File: src/sv/fsgc_pkg.sv
`default_nettype none

package fsgc_pkg;

    // Header field widths
    localparam int THREAD_W = 10;
    localparam int DAY_W    = 17;
    localparam int SEC_W    = 17;
    localparam int FPS_W    = 24;
    localparam int LEN_W    = 27;
    localparam int GAP_W    = 32;

    // day*86400 + second fits 34 bits; times frames/s plus index fits 58
    localparam int SD_W  = 34;
    localparam int POS_W = SD_W + FPS_W;

    // Configuration port
    localparam int CFG_IDX_W  = 2;
    localparam int CFG_DATA_W = 27;

    localparam int COUNT_BITS_DEF = 40;

    localparam logic [SEC_W-1:0]  SECONDS_PER_DAY   = 17'd86400;
    localparam logic [FPS_W-1:0]  FPS_RESET         = 24'd1;
    localparam logic [THREAD_W-1:0] THREAD_RESET    = 10'd0;
    localparam logic [LEN_W-1:0]  FRAME_BYTES_RESET = 27'd8032;

    typedef enum logic [CFG_IDX_W-1:0] {
        CFG_FPS         = 2'd0,
        CFG_THREAD      = 2'd1,
        CFG_FRAME_BYTES = 2'd2
    } cfg_idx_t;

    typedef enum logic [2:0] {
        ST_IDLE,
        ST_SD_RCV,
        ST_SD_EXP,
        ST_POS_RCV,
        ST_POS_EXP,
        ST_DIFF,
        ST_FIN
    } state_t;

    // Which product the shared multiply-add forms this cycle
    typedef enum logic [2:0] {
        MUL_NONE,
        MUL_SD_RCV,
        MUL_SD_EXP,
        MUL_POS_RCV,
        MUL_POS_EXP
    } mul_sel_t;

    typedef struct packed {
        logic     load;
        mul_sel_t mul_sel;
        logic     diff;
        logic     commit;
    } cmd_t;

    typedef struct packed {
        logic need_pos;
        logic out_busy;
        logic halted;
    } status_t;

endpackage

`default_nettype wire

File: src/sv/fsgc_in_if.sv
`default_nettype none

interface fsgc_in_if;
    logic                          valid;
    logic                          ready;
    logic [fsgc_pkg::THREAD_W-1:0] thread_id;
    logic [fsgc_pkg::DAY_W-1:0]    frame_day;
    logic [fsgc_pkg::SEC_W-1:0]    frame_second;
    logic [fsgc_pkg::FPS_W-1:0]    frame_index;
    logic [fsgc_pkg::LEN_W-1:0]    frame_length;

    modport source (
        output valid, thread_id, frame_day, frame_second, frame_index, frame_length,
        input  ready
    );

    modport sink (
        input  valid, thread_id, frame_day, frame_second, frame_index, frame_length,
        output ready
    );
endinterface

`default_nettype wire

File: src/sv/fsgc_out_if.sv
`default_nettype none

interface fsgc_out_if #(
    parameter int COUNT_BITS = fsgc_pkg::COUNT_BITS_DEF
);
    logic                       valid;
    logic                       ready;
    logic                       matched;
    logic [fsgc_pkg::GAP_W-1:0] gap_frames;
    logic                       late_frame;
    logic [COUNT_BITS-1:0]      total_read;
    logic [COUNT_BITS-1:0]      total_missed;
    logic                       aborted;

    modport source (
        output valid, matched, gap_frames, late_frame, total_read, total_missed, aborted,
        input  ready
    );

    modport sink (
        input  valid, matched, gap_frames, late_frame, total_read, total_missed, aborted,
        output ready
    );
endinterface

`default_nettype wire

File: src/sv/frame_sequence_gap_counter.sv
// Sequence: a checked frame of a seeded stream, once accepted, makes four passes
//   through the shared 34x24 multiply-add, then one subtract and one commit;
//   every other frame goes from acceptance straight to the commit.
// Frames: a new frame is accepted only once the previous one has committed, and
//   the commit waits while the result register is held by the consumer.
// Reset: rst_n clears counts, expectation, seed and abort; registers take defaults.
`default_nettype none

module frame_sequence_gap_counter #(
    parameter int COUNT_BITS = fsgc_pkg::COUNT_BITS_DEF
) (
    input  wire logic                            clk,
    input  wire logic                            rst_n,
    fsgc_in_if.sink                              frame,
    fsgc_out_if.source                           result,
    input  wire logic                            cfg_wr_en,
    input  wire logic [fsgc_pkg::CFG_IDX_W-1:0]  cfg_index,
    input  wire logic [fsgc_pkg::CFG_DATA_W-1:0] cfg_wr_data
);

    fsgc_pkg::cmd_t    cmd;
    fsgc_pkg::status_t status;

    // Sequencer
    fsgc_ctrl u_ctrl (
        .clk      (clk),
        .rst_n    (rst_n),
        .in_valid (frame.valid),
        .in_ready (frame.ready),
        .status   (status),
        .cmd      (cmd)
    );

    // Counters, position arithmetic and result register
    fsgc_datapath #(
        .COUNT_BITS (COUNT_BITS)
    ) u_dp (
        .clk          (clk),
        .rst_n        (rst_n),
        .cfg_wr_en    (cfg_wr_en),
        .cfg_index    (cfg_index),
        .cfg_wr_data  (cfg_wr_data),
        .thread_id    (frame.thread_id),
        .frame_day    (frame.frame_day),
        .frame_second (frame.frame_second),
        .frame_index  (frame.frame_index),
        .frame_length (frame.frame_length),
        .out_valid    (result.valid),
        .out_ready    (result.ready),
        .matched      (result.matched),
        .gap_frames   (result.gap_frames),
        .late_frame   (result.late_frame),
        .total_read   (result.total_read),
        .total_missed (result.total_missed),
        .aborted      (result.aborted),
        .cmd          (cmd),
        .status       (status)
    );

    // Abort is sticky
    a_halt_sticky: assert property (@(posedge clk) disable iff (!rst_n)
        !$fell(status.halted))
        else $error("abort flag cleared");

    // One request in flight at a time
    a_one_in_flight: assert property (@(posedge clk) disable iff (!rst_n)
        frame.valid && frame.ready |=> !frame.ready)
        else $error("request accepted while busy");

    // Aborted results carry no match, gap or late mark
    a_abort_quiet: assert property (@(posedge clk) disable iff (!rst_n)
        result.valid && result.aborted |->
            !result.matched && result.gap_frames == '0 && !result.late_frame)
        else $error("aborted result reports activity");

    // A late frame is a matched one and adds no gap
    a_late_no_gap: assert property (@(posedge clk) disable iff (!rst_n)
        result.valid && result.late_frame |-> result.matched && result.gap_frames == '0)
        else $error("late frame with gap");

endmodule

`default_nettype wire

File: src/sv/fsgc_ctrl.sv
`default_nettype none

module fsgc_ctrl (
    input  wire logic              clk,
    input  wire logic              rst_n,
    input  wire logic              in_valid,
    output logic                   in_ready,
    input  wire fsgc_pkg::status_t status,
    output fsgc_pkg::cmd_t         cmd
);

    fsgc_pkg::state_t state_reg;
    fsgc_pkg::state_t state_next;

    // State register
    always_ff @(posedge clk or negedge rst_n)
    begin
        if (!rst_n)
        begin
            state_reg <= fsgc_pkg::ST_IDLE;
        end
        else
        begin
            state_reg <= state_next;
        end
    end

    // Next state
    always_comb
    begin
        state_next = state_reg;
        case (state_reg)
            fsgc_pkg::ST_IDLE:
            begin
                if (in_valid)
                begin
                    // only a checked frame of a seeded stream needs positions
                    state_next = status.need_pos ? fsgc_pkg::ST_SD_RCV : fsgc_pkg::ST_FIN;
                end
            end
            fsgc_pkg::ST_SD_RCV:  state_next = fsgc_pkg::ST_SD_EXP;
            fsgc_pkg::ST_SD_EXP:  state_next = fsgc_pkg::ST_POS_RCV;
            fsgc_pkg::ST_POS_RCV: state_next = fsgc_pkg::ST_POS_EXP;
            fsgc_pkg::ST_POS_EXP: state_next = fsgc_pkg::ST_DIFF;
            fsgc_pkg::ST_DIFF:    state_next = fsgc_pkg::ST_FIN;
            fsgc_pkg::ST_FIN:
            begin
                // hold until the result register is free
                if (!status.out_busy)
                begin
                    state_next = fsgc_pkg::ST_IDLE;
                end
            end
            default:              state_next = fsgc_pkg::ST_IDLE;
        endcase
    end

    // Outputs
    always_comb
    begin
        in_ready    = 1'b0;
        cmd.load    = 1'b0;
        cmd.mul_sel = fsgc_pkg::MUL_NONE;
        cmd.diff    = 1'b0;
        cmd.commit  = 1'b0;
        case (state_reg)
            fsgc_pkg::ST_IDLE:
            begin
                in_ready = 1'b1;
                cmd.load = in_valid;
            end
            fsgc_pkg::ST_SD_RCV:  cmd.mul_sel = fsgc_pkg::MUL_SD_RCV;
            fsgc_pkg::ST_SD_EXP:  cmd.mul_sel = fsgc_pkg::MUL_SD_EXP;
            fsgc_pkg::ST_POS_RCV: cmd.mul_sel = fsgc_pkg::MUL_POS_RCV;
            fsgc_pkg::ST_POS_EXP: cmd.mul_sel = fsgc_pkg::MUL_POS_EXP;
            fsgc_pkg::ST_DIFF:    cmd.diff = 1'b1;
            fsgc_pkg::ST_FIN:     cmd.commit = !status.out_busy;
            default:
            begin
                in_ready = 1'b0;
            end
        endcase
    end

endmodule

`default_nettype wire

File: src/sv/fsgc_datapath.sv
`default_nettype none

module fsgc_datapath #(
    parameter int COUNT_BITS = fsgc_pkg::COUNT_BITS_DEF
) (
    input  wire logic                            clk,
    input  wire logic                            rst_n,
    // configuration writes
    input  wire logic                            cfg_wr_en,
    input  wire logic [fsgc_pkg::CFG_IDX_W-1:0]  cfg_index,
    input  wire logic [fsgc_pkg::CFG_DATA_W-1:0] cfg_wr_data,
    // request fields
    input  wire logic [fsgc_pkg::THREAD_W-1:0]   thread_id,
    input  wire logic [fsgc_pkg::DAY_W-1:0]      frame_day,
    input  wire logic [fsgc_pkg::SEC_W-1:0]      frame_second,
    input  wire logic [fsgc_pkg::FPS_W-1:0]      frame_index,
    input  wire logic [fsgc_pkg::LEN_W-1:0]      frame_length,
    // result register
    output logic                                 out_valid,
    input  wire logic                            out_ready,
    output logic                                 matched,
    output logic [fsgc_pkg::GAP_W-1:0]           gap_frames,
    output logic                                 late_frame,
    output logic [COUNT_BITS-1:0]                total_read,
    output logic [COUNT_BITS-1:0]                total_missed,
    output logic                                 aborted,
    // control
    input  wire fsgc_pkg::cmd_t                  cmd,
    output fsgc_pkg::status_t                    status
);

    localparam int SD_W  = fsgc_pkg::SD_W;
    localparam int POS_W = fsgc_pkg::POS_W;
    localparam int FPS_W = fsgc_pkg::FPS_W;
    localparam int DAY_W = fsgc_pkg::DAY_W;
    localparam int SEC_W = fsgc_pkg::SEC_W;
    localparam int GAP_W = fsgc_pkg::GAP_W;
    localparam int SUM_W = ((COUNT_BITS > POS_W) ? COUNT_BITS : POS_W) + 1;

    localparam logic [COUNT_BITS-1:0] COUNT_MAX = {COUNT_BITS{1'b1}};
    localparam logic [GAP_W-1:0]      GAP_MAX   = {GAP_W{1'b1}};

    // Configuration registers
    logic [FPS_W-1:0]              fps_reg;
    logic [fsgc_pkg::THREAD_W-1:0] target_reg;
    logic [fsgc_pkg::LEN_W-1:0]    frame_bytes_reg;

    // Stream state
    logic                  seeded_reg,  seeded_next;
    logic                  halted_reg,  halted_next;
    logic [DAY_W-1:0]      nday_reg,    nday_next;
    logic [SEC_W-1:0]      nsec_reg,    nsec_next;
    logic [FPS_W-1:0]      nidx_reg,    nidx_next;
    logic [COUNT_BITS-1:0] read_reg,    read_next;
    logic [COUNT_BITS-1:0] missed_reg,  missed_next;

    // Latched request
    logic [DAY_W-1:0] day_reg;
    logic [SEC_W-1:0] sec_reg;
    logic [FPS_W-1:0] idx_reg;
    logic             halt_hit_reg;
    logic             match_reg;
    logic             pos_chk_reg;

    // Position work registers
    logic [SD_W-1:0]  sd_rcv_reg;
    logic [SD_W-1:0]  sd_exp_reg;
    logic [POS_W-1:0] pos_rcv_reg;
    logic [POS_W-1:0] pos_exp_reg;
    logic [POS_W-1:0] diff_reg;
    logic             late_reg;

    // Result register
    logic                  out_valid_reg;
    logic                  matched_reg;
    logic [GAP_W-1:0]      gap_reg,  gap_next;
    logic                  late_out_reg;
    logic [COUNT_BITS-1:0] total_read_reg;
    logic [COUNT_BITS-1:0] total_missed_reg;
    logic                  aborted_reg;

    logic [FPS_W-1:0] fps_eff;
    logic             len_ok;
    logic             thread_hit;
    logic [SD_W-1:0]  mul_a;
    logic [FPS_W-1:0] mul_b;
    logic [FPS_W-1:0] mul_c;
    logic [POS_W-1:0] mul_res;
    logic [POS_W:0]   sub_res;
    logic [SUM_W-1:0] miss_sum;
    logic             gap_on;

    // A zero rate counts as one frame per second
    assign fps_eff    = (fps_reg == '0) ? FPS_W'(1) : fps_reg;
    assign len_ok     = (frame_length == frame_bytes_reg);
    assign thread_hit = (thread_id == target_reg);

    assign status.need_pos = !halted_reg && len_ok && thread_hit && seeded_reg;
    assign status.out_busy = out_valid_reg && !out_ready;
    assign status.halted   = halted_reg;

    // Configuration writes
    always_ff @(posedge clk or negedge rst_n)
    begin
        if (!rst_n)
        begin
            fps_reg         <= fsgc_pkg::FPS_RESET;
            target_reg      <= fsgc_pkg::THREAD_RESET;
            frame_bytes_reg <= fsgc_pkg::FRAME_BYTES_RESET;
        end
        else if (cfg_wr_en)
        begin
            case (fsgc_pkg::cfg_idx_t'(cfg_index))
                fsgc_pkg::CFG_FPS:
                    fps_reg <= cfg_wr_data[FPS_W-1:0];
                fsgc_pkg::CFG_THREAD:
                    target_reg <= cfg_wr_data[fsgc_pkg::THREAD_W-1:0];
                fsgc_pkg::CFG_FRAME_BYTES:
                    frame_bytes_reg <= cfg_wr_data[fsgc_pkg::LEN_W-1:0];
                default:
                begin
                    fps_reg <= fps_reg;
                end
            endcase
        end
    end

    // Capture the request and classify it against the current state
    always_ff @(posedge clk)
    begin
        if (cmd.load)
        begin
            day_reg      <= frame_day;
            sec_reg      <= frame_second;
            idx_reg      <= frame_index;
            halt_hit_reg <= !halted_reg && !len_ok;
            match_reg    <= !halted_reg && len_ok && thread_hit;
            pos_chk_reg  <= status.need_pos;
        end
    end

    // Shared multiply-add: a * b + c
    always_comb
    begin
        mul_a = '0;
        mul_b = '0;
        mul_c = '0;
        case (cmd.mul_sel)
            fsgc_pkg::MUL_SD_RCV:
            begin
                mul_a = SD_W'(day_reg);
                mul_b = FPS_W'(fsgc_pkg::SECONDS_PER_DAY);
                mul_c = FPS_W'(sec_reg);
            end
            fsgc_pkg::MUL_SD_EXP:
            begin
                mul_a = SD_W'(nday_reg);
                mul_b = FPS_W'(fsgc_pkg::SECONDS_PER_DAY);
                mul_c = FPS_W'(nsec_reg);
            end
            fsgc_pkg::MUL_POS_RCV:
            begin
                mul_a = sd_rcv_reg;
                mul_b = fps_eff;
                mul_c = idx_reg;
            end
            fsgc_pkg::MUL_POS_EXP:
            begin
                mul_a = sd_exp_reg;
                mul_b = fps_eff;
                mul_c = nidx_reg;
            end
            default:
            begin
                mul_a = '0;
            end
        endcase
        mul_res = POS_W'(mul_a) * POS_W'(mul_b) + POS_W'(mul_c);
    end

    assign sub_res = {1'b0, pos_rcv_reg} - {1'b0, pos_exp_reg};

    // Position registers
    always_ff @(posedge clk)
    begin
        case (cmd.mul_sel)
            fsgc_pkg::MUL_SD_RCV:  sd_rcv_reg  <= mul_res[SD_W-1:0];
            fsgc_pkg::MUL_SD_EXP:  sd_exp_reg  <= mul_res[SD_W-1:0];
            fsgc_pkg::MUL_POS_RCV: pos_rcv_reg <= mul_res;
            fsgc_pkg::MUL_POS_EXP: pos_exp_reg <= mul_res;
            default:
            begin
                sd_rcv_reg <= sd_rcv_reg;
            end
        endcase
        if (cmd.diff)
        begin
            diff_reg <= sub_res[POS_W-1:0];
            late_reg <= sub_res[POS_W];
        end
    end

    // Commit values
    always_comb
    begin
        gap_on      = pos_chk_reg && !late_reg;
        miss_sum    = SUM_W'(missed_reg) + SUM_W'(diff_reg);
        halted_next = halted_reg || halt_hit_reg;
        seeded_next = seeded_reg;
        nday_next   = nday_reg;
        nsec_next   = nsec_reg;
        nidx_next   = nidx_reg;
        read_next   = read_reg;
        missed_next = missed_reg;
        gap_next    = '0;
        if (match_reg)
        begin
            seeded_next = 1'b1;
            if (read_reg != COUNT_MAX)
            begin
                read_next = read_reg + COUNT_BITS'(1);
            end
            if (gap_on)
            begin
                missed_next = (miss_sum > SUM_W'(COUNT_MAX)) ? COUNT_MAX
                                                             : miss_sum[COUNT_BITS-1:0];
                gap_next    = (diff_reg > POS_W'(GAP_MAX)) ? GAP_MAX : diff_reg[GAP_W-1:0];
            end
            // expectation moves to the frame after this one
            if (idx_reg >= fps_eff - FPS_W'(1))
            begin
                nidx_next = '0;
                if (sec_reg >= fsgc_pkg::SECONDS_PER_DAY - SEC_W'(1))
                begin
                    nsec_next = '0;
                    nday_next = day_reg + DAY_W'(1);
                end
                else
                begin
                    nsec_next = sec_reg + SEC_W'(1);
                    nday_next = day_reg;
                end
            end
            else
            begin
                nidx_next = idx_reg + FPS_W'(1);
                nsec_next = sec_reg;
                nday_next = day_reg;
            end
        end
    end

    // Stream state update
    always_ff @(posedge clk or negedge rst_n)
    begin
        if (!rst_n)
        begin
            seeded_reg <= 1'b0;
            halted_reg <= 1'b0;
            nday_reg   <= '0;
            nsec_reg   <= '0;
            nidx_reg   <= '0;
            read_reg   <= '0;
            missed_reg <= '0;
        end
        else if (cmd.commit)
        begin
            seeded_reg <= seeded_next;
            halted_reg <= halted_next;
            nday_reg   <= nday_next;
            nsec_reg   <= nsec_next;
            nidx_reg   <= nidx_next;
            read_reg   <= read_next;
            missed_reg <= missed_next;
        end
    end

    // Result valid
    always_ff @(posedge clk or negedge rst_n)
    begin
        if (!rst_n)
        begin
            out_valid_reg <= 1'b0;
        end
        else if (cmd.commit)
        begin
            out_valid_reg <= 1'b1;
        end
        else if (out_ready)
        begin
            out_valid_reg <= 1'b0;
        end
    end

    // Result payload
    always_ff @(posedge clk)
    begin
        if (cmd.commit)
        begin
            matched_reg      <= match_reg;
            gap_reg          <= gap_next;
            late_out_reg     <= match_reg && pos_chk_reg && late_reg;
            total_read_reg   <= read_next;
            total_missed_reg <= missed_next;
            aborted_reg      <= halted_next;
        end
    end

    assign out_valid    = out_valid_reg;
    assign matched      = matched_reg;
    assign gap_frames   = gap_reg;
    assign late_frame   = late_out_reg;
    assign total_read   = total_read_reg;
    assign total_missed = total_missed_reg;
    assign aborted      = aborted_reg;

endmodule

`default_nettype wire
File: src/flat_wrapper.sv
// flat-port wrapper written by rule: the top's interface ports become plain ports
module frame_sequence_gap_counter_flat 
#(
    parameter int COUNT_BITS = fsgc_pkg::COUNT_BITS_DEF
)
  (clk, rst_n, cfg_wr_en, cfg_index, cfg_wr_data, frame_valid, frame_thread_id, frame_frame_day, frame_frame_second, frame_frame_index, frame_frame_length, frame_ready, result_valid, result_matched, result_gap_frames, result_late_frame, result_total_read, result_total_missed, result_aborted, result_ready);
  fsgc_in_if frame_i ();
  fsgc_out_if #(.COUNT_BITS(COUNT_BITS)) result_i ();
  input  wire logic clk;
  input  wire logic rst_n;
  input  wire logic cfg_wr_en;
  input  wire logic [fsgc_pkg::CFG_IDX_W-1:0] cfg_index;
  input  wire logic [fsgc_pkg::CFG_DATA_W-1:0] cfg_wr_data;
  input wire logic [$bits(frame_i.valid)-1:0] frame_valid;
  input wire logic [$bits(frame_i.thread_id)-1:0] frame_thread_id;
  input wire logic [$bits(frame_i.frame_day)-1:0] frame_frame_day;
  input wire logic [$bits(frame_i.frame_second)-1:0] frame_frame_second;
  input wire logic [$bits(frame_i.frame_index)-1:0] frame_frame_index;
  input wire logic [$bits(frame_i.frame_length)-1:0] frame_frame_length;
  output wire logic [$bits(frame_i.ready)-1:0] frame_ready;
  output wire logic [$bits(result_i.valid)-1:0] result_valid;
  output wire logic [$bits(result_i.matched)-1:0] result_matched;
  output wire logic [$bits(result_i.gap_frames)-1:0] result_gap_frames;
  output wire logic [$bits(result_i.late_frame)-1:0] result_late_frame;
  output wire logic [$bits(result_i.total_read)-1:0] result_total_read;
  output wire logic [$bits(result_i.total_missed)-1:0] result_total_missed;
  output wire logic [$bits(result_i.aborted)-1:0] result_aborted;
  input wire logic [$bits(result_i.ready)-1:0] result_ready;
  assign frame_i.valid = frame_valid;
  assign frame_i.thread_id = frame_thread_id;
  assign frame_i.frame_day = frame_frame_day;
  assign frame_i.frame_second = frame_frame_second;
  assign frame_i.frame_index = frame_frame_index;
  assign frame_i.frame_length = frame_frame_length;
  assign frame_ready = frame_i.ready;
  assign result_valid = result_i.valid;
  assign result_matched = result_i.matched;
  assign result_gap_frames = result_i.gap_frames;
  assign result_late_frame = result_i.late_frame;
  assign result_total_read = result_i.total_read;
  assign result_total_missed = result_i.total_missed;
  assign result_aborted = result_i.aborted;
  assign result_i.ready = result_ready;
  frame_sequence_gap_counter #(.COUNT_BITS(COUNT_BITS)) u_core (.clk(clk), .rst_n(rst_n), .frame(frame_i), .result(result_i), .cfg_wr_en(cfg_wr_en), .cfg_index(cfg_index), .cfg_wr_data(cfg_wr_data));
endmodule
File: config.mk
export PLATFORM = sky130hd
export DESIGN_NAME = frame_sequence_gap_counter_flat
export DESIGN_NICKNAME = d
export VERILOG_FILES = /design/src/sv/fsgc_pkg.sv /design/src/sv/fsgc_in_if.sv /design/src/sv/fsgc_out_if.sv /design/src/sv/frame_sequence_gap_counter.sv /design/src/sv/fsgc_ctrl.sv /design/src/sv/fsgc_datapath.sv /design/src/flat_wrapper.sv
export SDC_FILE = /design/constraint.sdc
export NUM_CORES = 2
export LEC_CHECK = 0
export BUFFER_PORTS_ARGS = -buffer_cell sky130_fd_sc_hd__buf_2
export CAP_MARGIN = 40
export CORE_AREA = 2 2 303 305
export CTS_CLUSTER_DIAMETER = 40
export DETAILED_ROUTE_END_ITERATION = 6
export DIE_AREA = 0 0 305 307
export HOLD_SLACK_MARGIN = 0.1
export MAX_ROUTING_LAYER = met4
export PLACE_DENSITY = 0.93
export SLEW_MARGIN = 20
export SYNTH_ARGS = -nofsm -noshare
export SYNTH_HDL_FRONTEND = slang
export SYNTH_SLANG_ARGS = --single-unit
export TNS_END_PERCENT = 5
File: constraint.sdc
create_clock -name clk -period 16.4 [get_ports clk]
set_input_delay 1.64 -clock clk [delete_from_list [all_inputs] [get_ports clk]]
set_output_delay 1.64 -clock clk [all_outputs]
set_load 0.05 [all_outputs]
==> results.md <==
- Most numerous cell in the Yosys netlist: inv_1
- YS warnings: 0
- Largest net degree at the start of global routing: 100
- Initial Util: 64.12%
- CP Max Fanout: 58
- Slew Viols, Final: 0
- Ys flop type: edfxtp_1
- Worst Reg2Reg Path Length in Cells: 30
- Clk pin slew, worst setup/hold paths: 0.06 ns
- Startpoint Class: flip-flop
- Fmax: 91.68 MHz
- Hold_buf cts: 0
- Crit path max-delay family: adder cells
- Critical R2R Launch: u_core.u_ctrl.state_reg[2]$_DFFE_PN0P_
- Post-Syn Area: 0.05815 mm^2
- Die Wd: 305 um
- Status: complete, but fails checks
- TritonCTS buffer count: 84
- Crit path kind: flip-flop to flip-flop
- CP required: 16.77 ns
- Final setup vio count: 0
- Worst Setup End Kind: flip-flop
- Synth area leaders: fa_1, edfxtp_1, dfrtp_1
- Setup TNS: 0 ns
- Vias/cell: 6.384
- Post-DP HPWL: 127.6 mm
- Final-report hold violation count: 0
- Skew-Pair Late Insertion Delay: 0.66 ns
- Post-synth EDFFs: 419
- Syn Inst Count: 5,856
- GPL Wtd Cong: 1.036
- Sequential share of the synthesized area: 30.48%
- CP endpoint: u_core.u_dp.pos_rcv_reg[55]$_DFFE_PN_
- Antenna violations before repair: 5
- Most frequent CP cell: fa_1
- DR iter-0 viols: 5,803
- GR Util All Layers: 38.03%
- Antenna Nets Post-Route: 0
- Slew HR: 27.52%
- Slew @ Worst Pin: 1.087 ns
- Io pins: 246
- Worst min-delay path category: flip-flop to flip-flop
- Critical-path top delay cell: a22o_1
- NumNets Final: 7,192
- Row Count: 111
- Syn Area/Cell: 9.930 um^2
- Final Cell Area: 0.06388 mm^2
- Die Area: 0.09364 mm^2
- Min Tclk post-route: 10.91 ns
- Violated checks: design-rule violations
- Core ar.: 0.09069 mm^2
- Yosys reg bits: 624
- Area delta synth->final: 9.861%
- Fin crit share: 66.51%
- Num Clock Sinks: 624
- Crit path DAT: 11.28 ns
- First drt pass iteration count: 7
- Vias: 46,410
- DRC: 5
- Max-cap viol count: 0
- CP Depth: 30
- FF-to-FF End: u_core.u_dp.pos_rcv_reg[55]$_DFFE_PN_
- PortBufs: 245
- Reg2reg setup slack: 5.49 ns
- Synth cell count leaders: inv_1, fa_1, nand2_1
- Share of layout cells above drive strength 1: 10.50%
- Unrepaired setup endpoints after global routing: false
- Buf/Inv on CP: 9
- Slowest stage delay, CP: 0.79 ns
- Wire length of the first global-routing pass: 266.8 mm
- Worst setup path start: u_core.u_ctrl.state_reg[2]$_DFFE_PN0P_
- Die H: 307 um
- CTS tree: done
- H-tree level count: 3
- Post-CTS Resized: 0
- Syn_nets: 7,041
- Setup Buffers After CTS: 0
- Vias in the first global route: 48,140
- CTS Buffer Depth: 3
- Global route overflow: 0
- DP Area: 0.06065 mm^2
- Root Buffer: clkbuf_16
- Final clock skew: 0.04125 ns
- Area leader, netlist: fa_1
- Number of distinct library cells after synthesis: 91
- Async SR Flop Fraction: 32.85%
- Synth top area share: 24.99%
- Final WL: 171.6 mm
- Drt wl/cell: 23.60 um
==> final cells by class <==
cell class / count / area (um^2)
diodes: 7 / 17.52
fillers: 6104 / 26810
clock inverters: 57 / 680.7
multi-input cells: 4064 / 36050
flip-flops and latches: 624 / 17720
well taps: 1186 / 1484
inverters: 878 / 3301
clock buffers: 99 / 2272
repair buffers: 355 / 2354
==> stage by stage <==
step / std cells / setup slack, ns / hold slack [ns] / utilization, %
floorplan: 5856 / 7.423 / 0.4346 / -
global placement: 7070 / 5.907 / 0.4490 / 66.54
detailed placement: 7091 / 5.676 / 0.4681 / 66.87
CTS: 7247 / 5.567 / 0.4819 / 70.13
global route: 7267 / 4.983 / 0.5053 / 70.43
finish: 7270 / 5.493 / 0.4819 / 70.44
==> layout by cell type, fill, tap and decap left out, types with 55 or more instances in the layout <==
cell / Yosys / layout
xor2_1: 137 / 137
nand2_1: 725 / 724
inv_1: 878 / 877
edfxtp_1: 419 / 419
mux2_2: 62 / 62
o21ai_0: 115 / 115
nand4_1: 66 / 66
o21a_1: 66 / 66
a31oi_1: 55 / 55
xnor2_1: 184 / 184
a21oi_1: 195 / 195
clkbuf_16: 0 / 87
buf_2: 6 / 245
a22o_1: 58 / 58
dfrtp_1: 197 / 197
fa_1: 726 / 726
nand3_1: 78 / 78
ha_1: 330 / 330
buf_4: 0 / 75
nor2_1: 585 / 579
a21o_1: 83 / 83
and3_1: 70 / 68
==> layer usage <==
layer	routed length (um)	share of wire, %	GRT usage (%)
met3	22230	13	9.704
met2	77650	45	58.56
met4	11940	7.0	20.95
met1	59760	35	46.19
met5	0	0	-
==> tightest hold or removal path: cells and delay by family, from the launching register on <==
kind	cells	cell delay [ns]
DFF	1	0.34
AOI/OAI and AO/OA	1	0.06
and+or+nand+nor	1	0.05
==> cell families (layout without fill, tap and decap cells) <==
kind of cell / Yosys count / count (layout) / share of synthesized area [%]
fa+ha+maj: 1056 / 1056 / 32.09
xor+xnor: 321 / 321 / 4.835
mux: 68 / 68 / 1.304
other cells: 0 / 7 / 0
buf+inv: 1168 / 1389 / 7.656
simple gates: 1772 / 1772 / 13.38
flops: 624 / 624 / 30.48
compound gates: 847 / 847 / 10.25
==> worst min path at each step <==
stage | from | end | depth (start not counted)
after floorplan | u_core.u_dp.seeded_reg$_DFFE_PN0P_ | u_core.u_dp.seeded_reg$_DFFE_PN0P_ | 1
final | u_core.u_dp.nsec_reg[16]$_DFFE_PN0P_ | u_core.u_dp.nsec_reg[16]$_DFFE_PN0P_ | 2
after global placement | u_core.u_dp.seeded_reg$_DFFE_PN0P_ | u_core.u_dp.seeded_reg$_DFFE_PN0P_ | 1
after global routing | u_core.u_dp.nsec_reg[2]$_DFFE_PN0P_ | u_core.u_dp.nsec_reg[2]$_DFFE_PN0P_ | 2
after CTS | u_core.u_dp.nsec_reg[13]$_DFFE_PN0P_ | u_core.u_dp.nsec_reg[13]$_DFFE_PN0P_ | 2
after detailed placement | u_core.u_dp.nidx_reg[20]$_DFFE_PN0P_ | u_core.u_dp.nidx_reg[20]$_DFFE_PN0P_ | 2
Power is not shown: default switching activity piles up to over one toggle a cycle in this logic, so the estimate is an artifact.
